`src/rtl/index_list_text_parser_assert.svh`:
```
// Assertion macros used by the index list text parser back stage.
`ifndef INDEX_LIST_TEXT_PARSER_ASSERT_SVH
`define INDEX_LIST_TEXT_PARSER_ASSERT_SVH

// Checks in the same cycle: whenever cond holds, expr must hold too.
`define ILTP_ASSERT_IMPLY(label, cond, expr) \
    label: assert property (@(posedge clk) disable iff (!rst_n) (cond) |-> (expr)) \
        else $error("iltp: same-cycle check failed");

// Next-edge check: whenever cond holds, expr must hold at the next edge.
`define ILTP_ASSERT_NEXT(label, cond, expr) \
    label: assert property (@(posedge clk) disable iff (!rst_n) (cond) |=> (expr)) \
        else $error("iltp: next-cycle check failed");

`endif

```
`src/rtl/iltp_pkg.sv`:
```
// Shared types, character codes and the byte classifier of the index list text parser.
package iltp_pkg;

    localparam int VALUE_BITS         = 63;
    localparam int COUNT_OUT_BITS     = 32;
    localparam int COUNT_BITS_DEFAULT = 32;
    localparam int QUEUE_DEPTH        = 4;
    localparam int OUT_DEPTH          = 4;

    localparam logic [7:0] CH_NUL    = 8'h00;
    localparam logic [7:0] CH_TAB    = 8'h09;
    localparam logic [7:0] CH_LF     = 8'h0A;
    localparam logic [7:0] CH_VT     = 8'h0B;
    localparam logic [7:0] CH_FF     = 8'h0C;
    localparam logic [7:0] CH_CR     = 8'h0D;
    localparam logic [7:0] CH_SPACE  = 8'h20;
    localparam logic [7:0] CH_PLUS   = 8'h2B;
    localparam logic [7:0] CH_COMMA  = 8'h2C;
    localparam logic [7:0] CH_MINUS  = 8'h2D;
    localparam logic [7:0] CH_ZERO   = 8'h30;
    localparam logic [7:0] CH_NINE   = 8'h39;
    localparam logic [7:0] CH_LBRACK = 8'h5B;
    localparam logic [7:0] CH_RBRACK = 8'h5D;

    typedef enum logic [2:0] {
        ST_VALUE   = 3'd0,
        ST_DONE    = 3'd1,
        ST_NEG     = 3'd2,
        ST_INVALID = 3'd3,
        ST_RANGE   = 3'd4
    } status_t;

    typedef enum logic [2:0] {
        MODE_SEP,
        MODE_WS,
        MODE_SIGNED,
        MODE_DIGITS,
        MODE_STOPPED
    } mode_t;

    typedef struct packed {
        logic       is_digit;
        logic       is_sep;
        logic       is_space;
        logic       is_vtff;
        logic       is_plus;
        logic       is_minus;
        logic       is_nul;
        logic [3:0] digit;
        logic       last;
    } token_t;

    typedef struct packed {
        status_t                   status;
        logic [VALUE_BITS-1:0]     value;
        logic [COUNT_OUT_BITS-1:0] count;
        logic                      run_end;
    } result_t;

    function automatic token_t classify(input logic [7:0] c, input logic last);
        token_t t;
        t.is_digit = (c >= CH_ZERO) && (c <= CH_NINE);
        t.is_sep   = (c == CH_SPACE) || (c == CH_TAB) || (c == CH_COMMA) ||
                     (c == CH_LBRACK) || (c == CH_RBRACK) || (c == CH_LF) ||
                     (c == CH_CR);
        t.is_space = (c == CH_SPACE) || (c == CH_TAB) || (c == CH_LF) ||
                     (c == CH_VT) || (c == CH_FF) || (c == CH_CR);
        t.is_vtff  = (c == CH_VT) || (c == CH_FF);
        t.is_plus  = (c == CH_PLUS);
        t.is_minus = (c == CH_MINUS);
        t.is_nul   = (c == CH_NUL);
        // The low nibble of an ASCII digit is its value.
        t.digit    = c[3:0];
        t.last     = last;
        return t;
    endfunction

endpackage

```
`src/rtl/iltp_front.sv`:
```
// Front stage: accepts text bytes, classifies them and hands them to the queue.
module iltp_front (
    input  logic            clk,
    input  logic            rst_n,
    input  logic            in_valid,
    output logic            in_stall,
    input  logic [7:0]      text_byte,
    input  logic            final_byte,
    input  logic            q_full,
    output logic            q_push,
    output iltp_pkg::token_t q_token
);
    import iltp_pkg::*;

    logic   tok_valid_reg;
    logic   tok_valid_next;
    token_t tok_reg;
    logic   accept;

    assign in_stall = tok_valid_reg && q_full;
    assign q_push   = tok_valid_reg && !q_full;
    assign q_token  = tok_reg;
    assign accept   = in_valid && !in_stall;

    always_comb
    begin
        tok_valid_next = tok_valid_reg;
        if (accept)
        begin
            tok_valid_next = 1'b1;
        end
        else if (q_push)
        begin
            tok_valid_next = 1'b0;
        end
    end

    always_ff @(posedge clk or negedge rst_n)
    begin
        if (!rst_n)
        begin
            tok_valid_reg <= 1'b0;
        end
        else
        begin
            tok_valid_reg <= tok_valid_next;
        end
    end

    always_ff @(posedge clk)
    begin
        if (accept)
        begin
            tok_reg <= classify(text_byte, final_byte);
        end
    end

endmodule

```
`src/rtl/iltp_queue.sv`:
```
// Short queue of classified words between the front and back stages.
module iltp_queue (
    input  logic             clk,
    input  logic             rst_n,
    input  logic             push,
    input  iltp_pkg::token_t push_token,
    output logic             full,
    input  logic             pop,
    output logic             empty,
    output iltp_pkg::token_t head_token
);
    import iltp_pkg::*;

    localparam int PTR_BITS = $clog2(QUEUE_DEPTH);

    token_t              entry_reg [QUEUE_DEPTH];
    logic [PTR_BITS-1:0] wr_ptr_reg, wr_ptr_next;
    logic [PTR_BITS-1:0] rd_ptr_reg, rd_ptr_next;
    logic [PTR_BITS:0]   fill_reg, fill_next;
    logic                push_ok;
    logic                pop_ok;

    assign full       = (fill_reg == (PTR_BITS+1)'(QUEUE_DEPTH));
    assign empty      = (fill_reg == '0);
    assign head_token = entry_reg[rd_ptr_reg];
    assign push_ok    = push && !full;
    assign pop_ok     = pop && !empty;

    always_comb
    begin
        wr_ptr_next = wr_ptr_reg;
        rd_ptr_next = rd_ptr_reg;
        fill_next   = fill_reg;
        if (push_ok)
        begin
            wr_ptr_next = (wr_ptr_reg == PTR_BITS'(QUEUE_DEPTH - 1)) ? '0 : wr_ptr_reg + 1'b1;
        end
        if (pop_ok)
        begin
            rd_ptr_next = (rd_ptr_reg == PTR_BITS'(QUEUE_DEPTH - 1)) ? '0 : rd_ptr_reg + 1'b1;
        end
        if (push_ok && !pop_ok)
        begin
            fill_next = fill_reg + 1'b1;
        end
        else if (pop_ok && !push_ok)
        begin
            fill_next = fill_reg - 1'b1;
        end
    end

    always_ff @(posedge clk or negedge rst_n)
    begin
        if (!rst_n)
        begin
            wr_ptr_reg <= '0;
            rd_ptr_reg <= '0;
            fill_reg   <= '0;
        end
        else
        begin
            wr_ptr_reg <= wr_ptr_next;
            rd_ptr_reg <= rd_ptr_next;
            fill_reg   <= fill_next;
        end
    end

    always_ff @(posedge clk)
    begin
        if (push_ok)
        begin
            entry_reg[wr_ptr_reg] <= push_token;
        end
    end

endmodule

```
`src/rtl/iltp_back.sv`:
```
// Back stage: runs the token scanner on queued words and buffers the results.
`include "index_list_text_parser_assert.svh"

module iltp_back #(
    parameter int COUNT_BITS = iltp_pkg::COUNT_BITS_DEFAULT
) (
    input  logic                                clk,
    input  logic                                rst_n,
    input  logic                                q_empty,
    input  iltp_pkg::token_t                    q_head,
    output logic                                q_pop,
    output logic                                out_valid,
    input  logic                                out_stall,
    output logic [2:0]                          status,
    output logic [iltp_pkg::VALUE_BITS-1:0]     index_value,
    output logic [iltp_pkg::COUNT_OUT_BITS-1:0] value_count,
    output logic                                run_end
);
    import iltp_pkg::*;

    localparam int RING_PTR_BITS = $clog2(OUT_DEPTH);

    typedef struct packed {
        mode_t                 mode;
        logic [VALUE_BITS-1:0] acc;
        logic                  ovf;
        logic                  minus;
        logic [COUNT_BITS-1:0] count;
        logic                  halted;
    } scan_t;

    typedef struct packed {
        scan_t          s;
        logic [1:0]     n;
        result_t [1:0]  r;
    } feed_t;

    localparam logic [COUNT_BITS-1:0] COUNT_MAX = '1;
    localparam scan_t SCAN_RESET = '{
        mode: MODE_SEP, acc: '0, ovf: 1'b0, minus: 1'b0, count: '0, halted: 1'b0
    };

    function automatic logic [COUNT_OUT_BITS-1:0] count_out(input logic [COUNT_BITS-1:0] c);
        logic [63:0] w;
        w = 64'(c);
        return w[COUNT_OUT_BITS-1:0];
    endfunction

    function automatic result_t make_result(input status_t st,
                                            input logic [VALUE_BITS-1:0] v,
                                            input logic [COUNT_BITS-1:0] c);
        result_t r;
        r.status  = st;
        r.value   = v;
        r.count   = count_out(c);
        r.run_end = 1'b0;
        return r;
    endfunction

    // One scanner step on one character, with at most two results.
    function automatic feed_t feed(input scan_t s, input token_t t);
        feed_t                 f;
        logic                  between;
        logic [VALUE_BITS+3:0] prod;
        f       = '0;
        f.s     = s;
        between = 1'b0;
        // Ten times the accumulator plus the new digit; any bit from 63 up is an overflow.
        prod = ({4'b0, s.acc} << 3) + ({4'b0, s.acc} << 1) + (VALUE_BITS+4)'(t.digit);
        if (!s.halted)
        begin
            unique case (s.mode)
                MODE_DIGITS:
                begin
                    if (t.is_digit)
                    begin
                        if (s.ovf || (prod[VALUE_BITS+3:VALUE_BITS] != 4'b0))
                        begin
                            f.s.ovf = 1'b1;
                        end
                        else
                        begin
                            f.s.acc = prod[VALUE_BITS-1:0];
                        end
                    end
                    else if (s.ovf || (s.minus && (s.acc != '0)))
                    begin
                        f.r[0]   = make_result(ST_RANGE, '0, s.count);
                        f.n      = 2'd1;
                        f.s.halted = 1'b1;
                    end
                    else
                    begin
                        if (s.count != COUNT_MAX)
                        begin
                            f.s.count = s.count + 1'b1;
                        end
                        f.r[0]   = make_result(ST_VALUE, s.acc, f.s.count);
                        f.n      = 2'd1;
                        f.s.mode = MODE_SEP;
                        // The terminating character is looked at again as a token start.
                        between  = 1'b1;
                    end
                end
                MODE_SIGNED:
                begin
                    if (t.is_digit)
                    begin
                        f.s.acc  = VALUE_BITS'(t.digit);
                        f.s.ovf  = 1'b0;
                        f.s.mode = MODE_DIGITS;
                    end
                    else
                    begin
                        f.r[0]     = make_result(ST_INVALID, '0, s.count);
                        f.n        = 2'd1;
                        f.s.halted = 1'b1;
                    end
                end
                MODE_WS:
                begin
                    priority if (t.is_space)
                    begin
                        f.s.mode = MODE_WS;
                    end
                    else if (t.is_plus)
                    begin
                        f.s.mode = MODE_SIGNED;
                    end
                    else if (t.is_minus)
                    begin
                        f.s.minus = 1'b1;
                        f.s.mode  = MODE_SIGNED;
                    end
                    else if (t.is_digit)
                    begin
                        f.s.acc  = VALUE_BITS'(t.digit);
                        f.s.ovf  = 1'b0;
                        f.s.mode = MODE_DIGITS;
                    end
                    else
                    begin
                        f.r[0]     = make_result(ST_INVALID, '0, s.count);
                        f.n        = 2'd1;
                        f.s.halted = 1'b1;
                    end
                end
                MODE_SEP:
                begin
                    between = 1'b1;
                end
                MODE_STOPPED:
                begin
                    f.s.mode = MODE_STOPPED;
                end
            endcase

            if (between)
            begin
                priority if (t.is_nul)
                begin
                    f.s.mode = MODE_STOPPED;
                end
                else if (t.is_sep)
                begin
                    f.s.mode = MODE_SEP;
                end
                else
                begin
                    f.s.minus = 1'b0;
                    priority if (t.is_minus)
                    begin
                        f.r[f.n[0]] = make_result(ST_NEG, '0, f.s.count);
                        f.n         = f.n + 2'd1;
                        f.s.halted  = 1'b1;
                    end
                    else if (t.is_vtff)
                    begin
                        f.s.mode = MODE_WS;
                    end
                    else if (t.is_plus)
                    begin
                        f.s.mode = MODE_SIGNED;
                    end
                    else if (t.is_digit)
                    begin
                        f.s.acc  = VALUE_BITS'(t.digit);
                        f.s.ovf  = 1'b0;
                        f.s.mode = MODE_DIGITS;
                    end
                    else
                    begin
                        f.r[f.n[0]] = make_result(ST_INVALID, '0, f.s.count);
                        f.n         = f.n + 2'd1;
                        f.s.halted  = 1'b1;
                    end
                end
            end
        end
        return f;
    endfunction

    function automatic logic [RING_PTR_BITS-1:0] ring_inc(input logic [RING_PTR_BITS-1:0] p,
                                                          input logic [1:0] k);
        logic [RING_PTR_BITS+1:0] s;
        s = (RING_PTR_BITS+2)'(p) + (RING_PTR_BITS+2)'(k);
        if (s >= (RING_PTR_BITS+2)'(OUT_DEPTH))
        begin
            s = s - (RING_PTR_BITS+2)'(OUT_DEPTH);
        end
        return s[RING_PTR_BITS-1:0];
    endfunction

    scan_t                    state_reg, state_next;
    feed_t                    f_byte, f_end;
    result_t [1:0]            push_res;
    logic [1:0]               push_n;
    logic [1:0]               step_n;
    result_t                  ring_reg [OUT_DEPTH];
    logic [RING_PTR_BITS-1:0] ring_wr_reg, ring_wr_next;
    logic [RING_PTR_BITS-1:0] ring_wr_second;
    logic [RING_PTR_BITS-1:0] ring_rd_reg, ring_rd_next;
    logic [RING_PTR_BITS:0]   ring_cnt_reg, ring_cnt_next;
    logic                     out_pop;
    result_t                  ring_head;
    logic                     run_cleared;

    // A word is taken only when the ring has room for both of its possible results.
    assign q_pop = !q_empty && (ring_cnt_reg <= (RING_PTR_BITS+1)'(OUT_DEPTH - 2));

    always_comb
    begin
        f_byte     = feed(state_reg, q_head);
        f_end      = feed(f_byte.s, classify(CH_NUL, 1'b0));
        push_res   = '0;
        step_n     = 2'd0;
        state_next = state_reg;
        for (int i = 0; i < 2; i++)
        begin
            if ((2'(i) < f_byte.n) && (step_n != 2'd2))
            begin
                push_res[step_n[0]] = f_byte.r[i];
                step_n              = step_n + 2'd1;
            end
        end
        if (q_head.last)
        begin
            for (int i = 0; i < 2; i++)
            begin
                if ((2'(i) < f_end.n) && (step_n != 2'd2))
                begin
                    push_res[step_n[0]] = f_end.r[i];
                    step_n              = step_n + 2'd1;
                end
            end
            if (!f_end.s.halted && (step_n != 2'd2))
            begin
                push_res[step_n[0]] = make_result(ST_DONE, '0, f_end.s.count);
                step_n              = step_n + 2'd1;
            end
        end
        if (step_n == 2'd2)
        begin
            push_res[1].run_end = 1'b1;
        end
        else if (step_n == 2'd1)
        begin
            push_res[0].run_end = 1'b1;
        end
        if (q_pop)
        begin
            state_next = q_head.last ? SCAN_RESET : f_byte.s;
        end
        push_n = q_pop ? step_n : 2'd0;
    end

    assign ring_head   = ring_reg[ring_rd_reg];
    assign out_valid   = (ring_cnt_reg != '0);
    assign out_pop     = out_valid && !out_stall;
    assign status      = ring_head.status;
    assign index_value = ring_head.value;
    assign value_count = ring_head.count;
    assign run_end     = ring_head.run_end;

    always_comb
    begin
        ring_wr_second = ring_inc(ring_wr_reg, 2'd1);
        ring_wr_next   = ring_inc(ring_wr_reg, push_n);
        ring_rd_next   = out_pop ? ring_inc(ring_rd_reg, 2'd1) : ring_rd_reg;
        ring_cnt_next  = ring_cnt_reg + (RING_PTR_BITS+1)'(push_n)
                         - (RING_PTR_BITS+1)'(out_pop);
    end

    always_ff @(posedge clk or negedge rst_n)
    begin
        if (!rst_n)
        begin
            state_reg    <= SCAN_RESET;
            ring_wr_reg  <= '0;
            ring_rd_reg  <= '0;
            ring_cnt_reg <= '0;
        end
        else
        begin
            state_reg    <= state_next;
            ring_wr_reg  <= ring_wr_next;
            ring_rd_reg  <= ring_rd_next;
            ring_cnt_reg <= ring_cnt_next;
        end
    end

    always_ff @(posedge clk)
    begin
        if (push_n != 2'd0)
        begin
            ring_reg[ring_wr_reg] <= push_res[0];
        end
        if (push_n == 2'd2)
        begin
            ring_reg[ring_wr_second] <= push_res[1];
        end
    end

    assign run_cleared = (state_reg.mode == MODE_SEP) && !state_reg.halted &&
                         (state_reg.count == '0);

    `ILTP_ASSERT_IMPLY(a_ring_room, q_pop, ring_cnt_reg <= (RING_PTR_BITS+1)'(OUT_DEPTH - 2))
    `ILTP_ASSERT_IMPLY(a_ring_bound, 1'b1, ring_cnt_reg <= (RING_PTR_BITS+1)'(OUT_DEPTH))
    `ILTP_ASSERT_IMPLY(a_halted_quiet, q_pop && state_reg.halted && !q_head.last, push_n == 2'd0)
    `ILTP_ASSERT_NEXT(a_run_restart, q_pop && q_head.last, run_cleared)

endmodule

```
`src/rtl/index_list_text_parser.sv`:
```
// Bytes pass through the front register, the queue and the result ring to the output.
// Throughput: one byte per cycle while each byte gives at most one result and out_stall is
// low; the single output port takes one word per cycle, so two-result bytes fill the ring.
// The back stage holds a new byte until its four-entry result ring has room for two words.
// Reset (rst_n low, asynchronous) clears the scanner, the queue and the result ring at once;
// the block takes bytes as soon as reset is released, with no clearing pass.
module index_list_text_parser #(
    parameter int COUNT_BITS = iltp_pkg::COUNT_BITS_DEFAULT
) (
    input  logic                                clk,
    input  logic                                rst_n,
    input  logic                                in_valid,
    output logic                                in_stall,
    input  logic [7:0]                          text_byte,
    input  logic                                final_byte,
    output logic                                out_valid,
    input  logic                                out_stall,
    output logic [2:0]                          status,
    output logic [iltp_pkg::VALUE_BITS-1:0]     index_value,
    output logic [iltp_pkg::COUNT_OUT_BITS-1:0] value_count,
    output logic                                run_end
);
    import iltp_pkg::*;

    logic   q_full;
    logic   q_push;
    token_t q_token;
    logic   q_empty;
    logic   q_pop;
    token_t q_head;

    iltp_front u_front (
        .clk        (clk),
        .rst_n      (rst_n),
        .in_valid   (in_valid),
        .in_stall   (in_stall),
        .text_byte  (text_byte),
        .final_byte (final_byte),
        .q_full     (q_full),
        .q_push     (q_push),
        .q_token    (q_token)
    );

    iltp_queue u_queue (
        .clk        (clk),
        .rst_n      (rst_n),
        .push       (q_push),
        .push_token (q_token),
        .full       (q_full),
        .pop        (q_pop),
        .empty      (q_empty),
        .head_token (q_head)
    );

    iltp_back #(
        .COUNT_BITS (COUNT_BITS)
    ) u_back (
        .clk         (clk),
        .rst_n       (rst_n),
        .q_empty     (q_empty),
        .q_head      (q_head),
        .q_pop       (q_pop),
        .out_valid   (out_valid),
        .out_stall   (out_stall),
        .status      (status),
        .index_value (index_value),
        .value_count (value_count),
        .run_end     (run_end)
    );

endmodule
```
`config.mk`:
```
export PLATFORM = sky130hd
export DESIGN_NAME = index_list_text_parser
export DESIGN_NICKNAME = d
export VERILOG_FILES = /design/src/rtl/iltp_pkg.sv /design/src/rtl/iltp_front.sv /design/src/rtl/iltp_queue.sv /design/src/rtl/iltp_back.sv /design/src/rtl/index_list_text_parser.sv
export VERILOG_INCLUDE_DIRS = /design/src /design/src/rtl
export SDC_FILE = /design/constraint.sdc
export NUM_CORES = 2
export LEC_CHECK = 0
export BUFFER_PORTS_ARGS = -buffer_cell sky130_fd_sc_hd__buf_2
export CAP_MARGIN = 30
export CORE_ASPECT_RATIO = 0.8
export CORE_UTILIZATION = 35
export DETAILED_ROUTE_END_ITERATION = 10
export GPL_ROUTABILITY_DRIVEN = 0
export SLEW_MARGIN = 20
export SYNTH_ARGS = -nofsm -noshare
export SYNTH_HDL_FRONTEND = slang
export SYNTH_SLANG_ARGS = --single-unit
```
`constraint.sdc`:
```
create_clock -name clk -period 18.4 [get_ports clk]
set_clock_uncertainty 0.05 [all_clocks]
set_input_delay 1.84 -clock clk [delete_from_list [all_inputs] [get_ports clk]]
set_output_delay 1.84 -clock clk [all_outputs]
set_load 0.05 [all_outputs]
```
# Yosys cells after proc, flatten, opt, wreduce, memory -nomap -nowiden
# Memory sizes are Yosys's and may differ from the RTL's.
# Index checks and enable logic that the tools add are counted.
# word_totals
ff_bits	128
mem_bits_rw	444
inputBits	13
output_inout_bits	101
wordCells	276
memories	2
# classes
addsub	21
n_lt_le_gt_ge	20
eq_ne	30
mux	128
reduce_logical	53
# memory_table
name	depth	width	read_ports	rd_clocked_by_memory_dff	wr	line_no	text
u_back.ring_reg	4	99	1	0	2	iltp_back.sv:219	result_t ring_reg [OUT_DEPTH];
u_queue.entry_reg	4	12	1	0	1	iltp_queue.sv:16	token_t entry_reg [QUEUE_DEPTH];
# op_table
op	count
2-to-1 mux 201 bit	7
2-to-1 mux 198 bit	7
2-to-1 mux 99 bit	13
bitwise mux 198 bit	6
2-to-1 mux 67 bit	10
demux 99 bit (select 1 bit)	5
2-to-1 mux 65 bit	6
2-to-1 mux 301 bit	1
case mux 99 bit (3 select lines)	1
2-to-1 mux 64 bit	4
2-to-1 mux 233 bit	1
2-to-1 mux 32 bit	7
case mux 99 bit (2 select lines)	1
case mux 64 bit (3 select lines)	1
nonzero test 63 bit	2
2-to-1 mux 101 bit	1
2-to-1 mux 98 bit	1
2-to-1 mux 68 bit	1
adder 66 x 64 -> 67 bit	1
adder 67 x 4 -> 67 bit	1
adder 32 x 1 -> 32 bit, second input constant	2
inequality test 32 bit, second input constant	2
2-to-1 mux 63 bit	1
2-to-1 mux 3 bit	16
other kinds (42)	154

# Depth between registers and ports, before layout
# An unclocked memory read counts as a cell.
# logic_depth
word_depth	44
ltp_mapped	31
ltp_nobuf	27

# Modules after synthesis
# A second synthesis with hierarchy kept.
# hier_totals
hier_cells	3512
area_unflattened_um2	36944.2
# modules_own_cells
module	instances	cells_per_inst	area_per_inst_um2	seq_area_each_um2
iltp_back	1	3360	34101.5	14594.0
iltp_queue	1	100	2195.9	1616.6
iltp_front	1	52	646.9	385.4

# Worst setup path after synthesis
# Ideal clock, no wire load.
# synth_path
path_kind	register to register
from	reg u_queue.rd_ptr_reg[0]
to	mem u_back.ring_reg[0][0] (netlist bit), enable pin
setup_time_ns	0.702
arrival_ns	13.490
t_required_ns	17.648
setup_slack_ns	4.158
stages_incl_launch_ff	24
n_path_buf	2
synth_period_minus_slack_ns	14.242
cell_sequence	dfrtp_1 buf_6 buf_1 mux4_2 ha_1 ha_1 fa_1 a21o_1 a221oi_2 or4_1 a21oi_1 a211oi_2 o311a_1 nand2_1 nor2_1 mux2_2 a2111oi_0 nand4b_1 nor4_4 a311oi_1 o41a_1 nor2_1 nor2_1 o31ai_1
# synth_rtl
element	line_no	text
start: declaration	iltp_queue.sv:18	logic [PTR_BITS-1:0] rd_ptr_reg, rd_ptr_next;
start signal: assignment	iltp_queue.sv:63	rd_ptr_reg <= rd_ptr_next;
end: declaration	iltp_back.sv:219	

==> run metrics <==
register area share after synthesis 45.2%; first-pass GRT wire length 189 mm; P per Cell Area approximately 180 nW/um^2; synthesized cell area 36,700 sq um; synthesis warning total 0; min Tclk post-route ~11 ns; critical-path maximum fanout 56; CTS tree yes; RSZ-0062 raised after global routing no; Reg-to-Reg End u_back.ring_reg[0][58]; Synth Net Count 3,732; Arrival @ worst endpoint 10.88 ns; placed cell area 38,500 sq um; async set-or-reset flop fraction in the synthesized netlist 20.3%; Gate Count Post-Synth roughly 3.6k; peak supply drop 0.000190 V; ys flop type edfxtp_1; Die H between 200 and 300 um; post-route ant nets 0; core region area 103,000 sq um; Yosys cell types 110; DR iter-0 viols around 4.8k; I/O Buffers 113; Max Fclk 93.5 MHz; HP Class flop to flop; nets 3,724; Mean Syn Cell Area 10.3 sq um; largest net degree at the start of global routing 79; FILL cells 10.1k; status finished, violations left; DR DRC count 2; Clock transition at path regs 0.06 ns; clock sink count 572; Post-CTS Setup Bufs 0; final instance area roughly 41,000 sq um; startpoint types flop; Die Span X between 300 and 400 um; CP startpoint u_queue.rd_ptr_reg[1]; Die Area about 110,000 sq um; WL final 127 mm; diode count 0; Root Driver clkbuf_16; commonest non-fill, non-tap cell in the layout nor2_1; #FFs+latches synth 572; Syn-to-layout area delta 11.2%; Max-Cap Viols 0; fin. max-slew vios 0; CP required 18.59 ns; Placement Rows 105; Rel. slew slack 29.3%; setup violators final 0; initial antenna violation count 4; final hold violations 0; Seq. cell area 16,600 sq um; Worst Setup End Kind flop; max reg flops 396; Tot Pwr 7.43 mW; DR vias/cell 6.18; average wire per standard cell about 25 um; flop2flop setup slack 7.70 ns; final worst-path cycle share 58.1%; EDFF count, synth about 460; hpwl dp 90.4 mm; R2R cell count 24; Starting Density 35.6%; Initial DRT Pass Iterations 11; Lkg Pwr 14.9 nW; failing checks design-rule violations; FF-to-FF Start u_queue.rd_ptr_reg[1]; footprint of the multi-input gates 18,900 sq um; H-tree levels 3; global-route usage over all layers 23.4%; clock insertion delay at the later pin of the skew report ~0.63 ns; Hold-fix buffers, CTS 0; Max clock buf depth 3; Vias 31.0k; Worst Setup EP u_back.ring_reg[0][58]; Slew @ Worst Pin between 1 and 1.5 ns; commonest cells after routing, fill and taps aside nor2_1, edfxtp_1, nand2_1; layout cells sized above 1 between 10% and 20%; vias in the first global route ~28k; final setup TNS 0 ns; WS Path Type flop to flop; grt ovf 0; CTS resizes 0; TritonCTS Buffers 67; I/O pin count 114
[Yosys cell counts, drive strengths merged, types with 64 or more instances]
library cell  count  area, sq um
a21oi           232         1170
a22o             84          736
a22oi            67          503
buf              90          537
clkbuf          172          646
dfrtp           116         2900
edfxtp          456        13700
ha              139         1740
mux4            109         2450
nand2           300         1130
nand3            81          405
nor2            506         1910
nor3             85          440
o21ai           241         1210
xnor2           101          885
xor2             64          561
[power by group]
part | internal, mW | total (mW) | switching, mW
logic | 1.05 | 3.76 | 2.70
clock network | 0.819 | 1.38 | 0.562
registers | 2.13 | 2.30 | 0.166
total | 4.00 | 7.43 | 3.43
[per-layer routing]
layer	wire length, um	track usage [%]
met5	13	0
met4	3100	5.56
met3	17100	6.84
met2	50500	31.5
met1	56700	36.1
[how the worst min path moves through the flow]
stage,startpoint,to,cells past startpoint
final,u_front.q_token[11],u_queue.entry_reg[3][11],0
after global routing,u_front.q_token[11],u_queue.entry_reg[1][11],0
after CTS,u_front.q_token[0],u_queue.entry_reg[3][0],0
after detailed placement,u_front.q_token[0],u_queue.entry_reg[2][0],0
after global placement,u_front.q_token[0],u_queue.entry_reg[3][0],0
after floorplan,u_front.q_token[0],u_queue.entry_reg[0][0],0
[worst max-delay path, stage by stage (launching register included)]
cell and delay, ns:
dfrtp_1 0.82, mux4_2 0.47, ha_1 0.30, ha_1 0.23
fa_1 0.47, a21o_1 0.19, a221oi_2 0.48, or4_1 0.20
a21oi_1 0.08, a211oi_2 0.59, o311a_1 0.31, and2_1 0.49
a31oi_4 0.36, buf_4 0.37, a22o_1 0.31, a2111oi_0 0.47
nand4b_1 0.25, nor4_4 0.61, a311oi_1 0.18, o41a_1 0.50
nor2_1 0.20, nor2_1 0.20, o31ai_4 0.76, buf_4 0.53
buf_4 0.77
[area by class of cell]
type / count / share of cell area, %
multi-input cells: 2696 / 46.2
flip-flops and latches: 572 / 40.6
clock buffers: 89 / 4.53
well taps: 1391 / 4.26
repair buffers: 185 / 2.83
clock inverters: 35 / 1.08
inverters: 46 / 0.423
[stage by stage]
step / hold WS [ns] / instances / worst slack (ns) / util [%]
3_3_place_gp: 0.434 / 4885 / 8.02 / 37.3
3_5_place_dp: 0.444 / 4886 / 7.74 / 37.3
6_report: 0.448 / 5014 / 7.70 / 39.6
5_1_grt: 0.473 / 5014 / 7.29 / 39.6
4_1_cts: 0.457 / 5010 / 7.73 / 39.5
2_1_floorplan: 0.409 / 3576 / 4.16 / -
[logic make-up after synthesis]
family / count (synthesis) / share of synthesized area, %
AO/OA/AOI/OAI: 952 / 17.3
flip-flops: 572 / 45.2
AND/OR/NAND/NOR: 1233 / 15.5
adder cells (fa/ha/maj): 143 / 4.95
multiplexers: 203 / 9.45
buffers and inverters: 308 / 3.69
XOR/XNOR: 165 / 3.93
(Power assumes the default switching activity.)
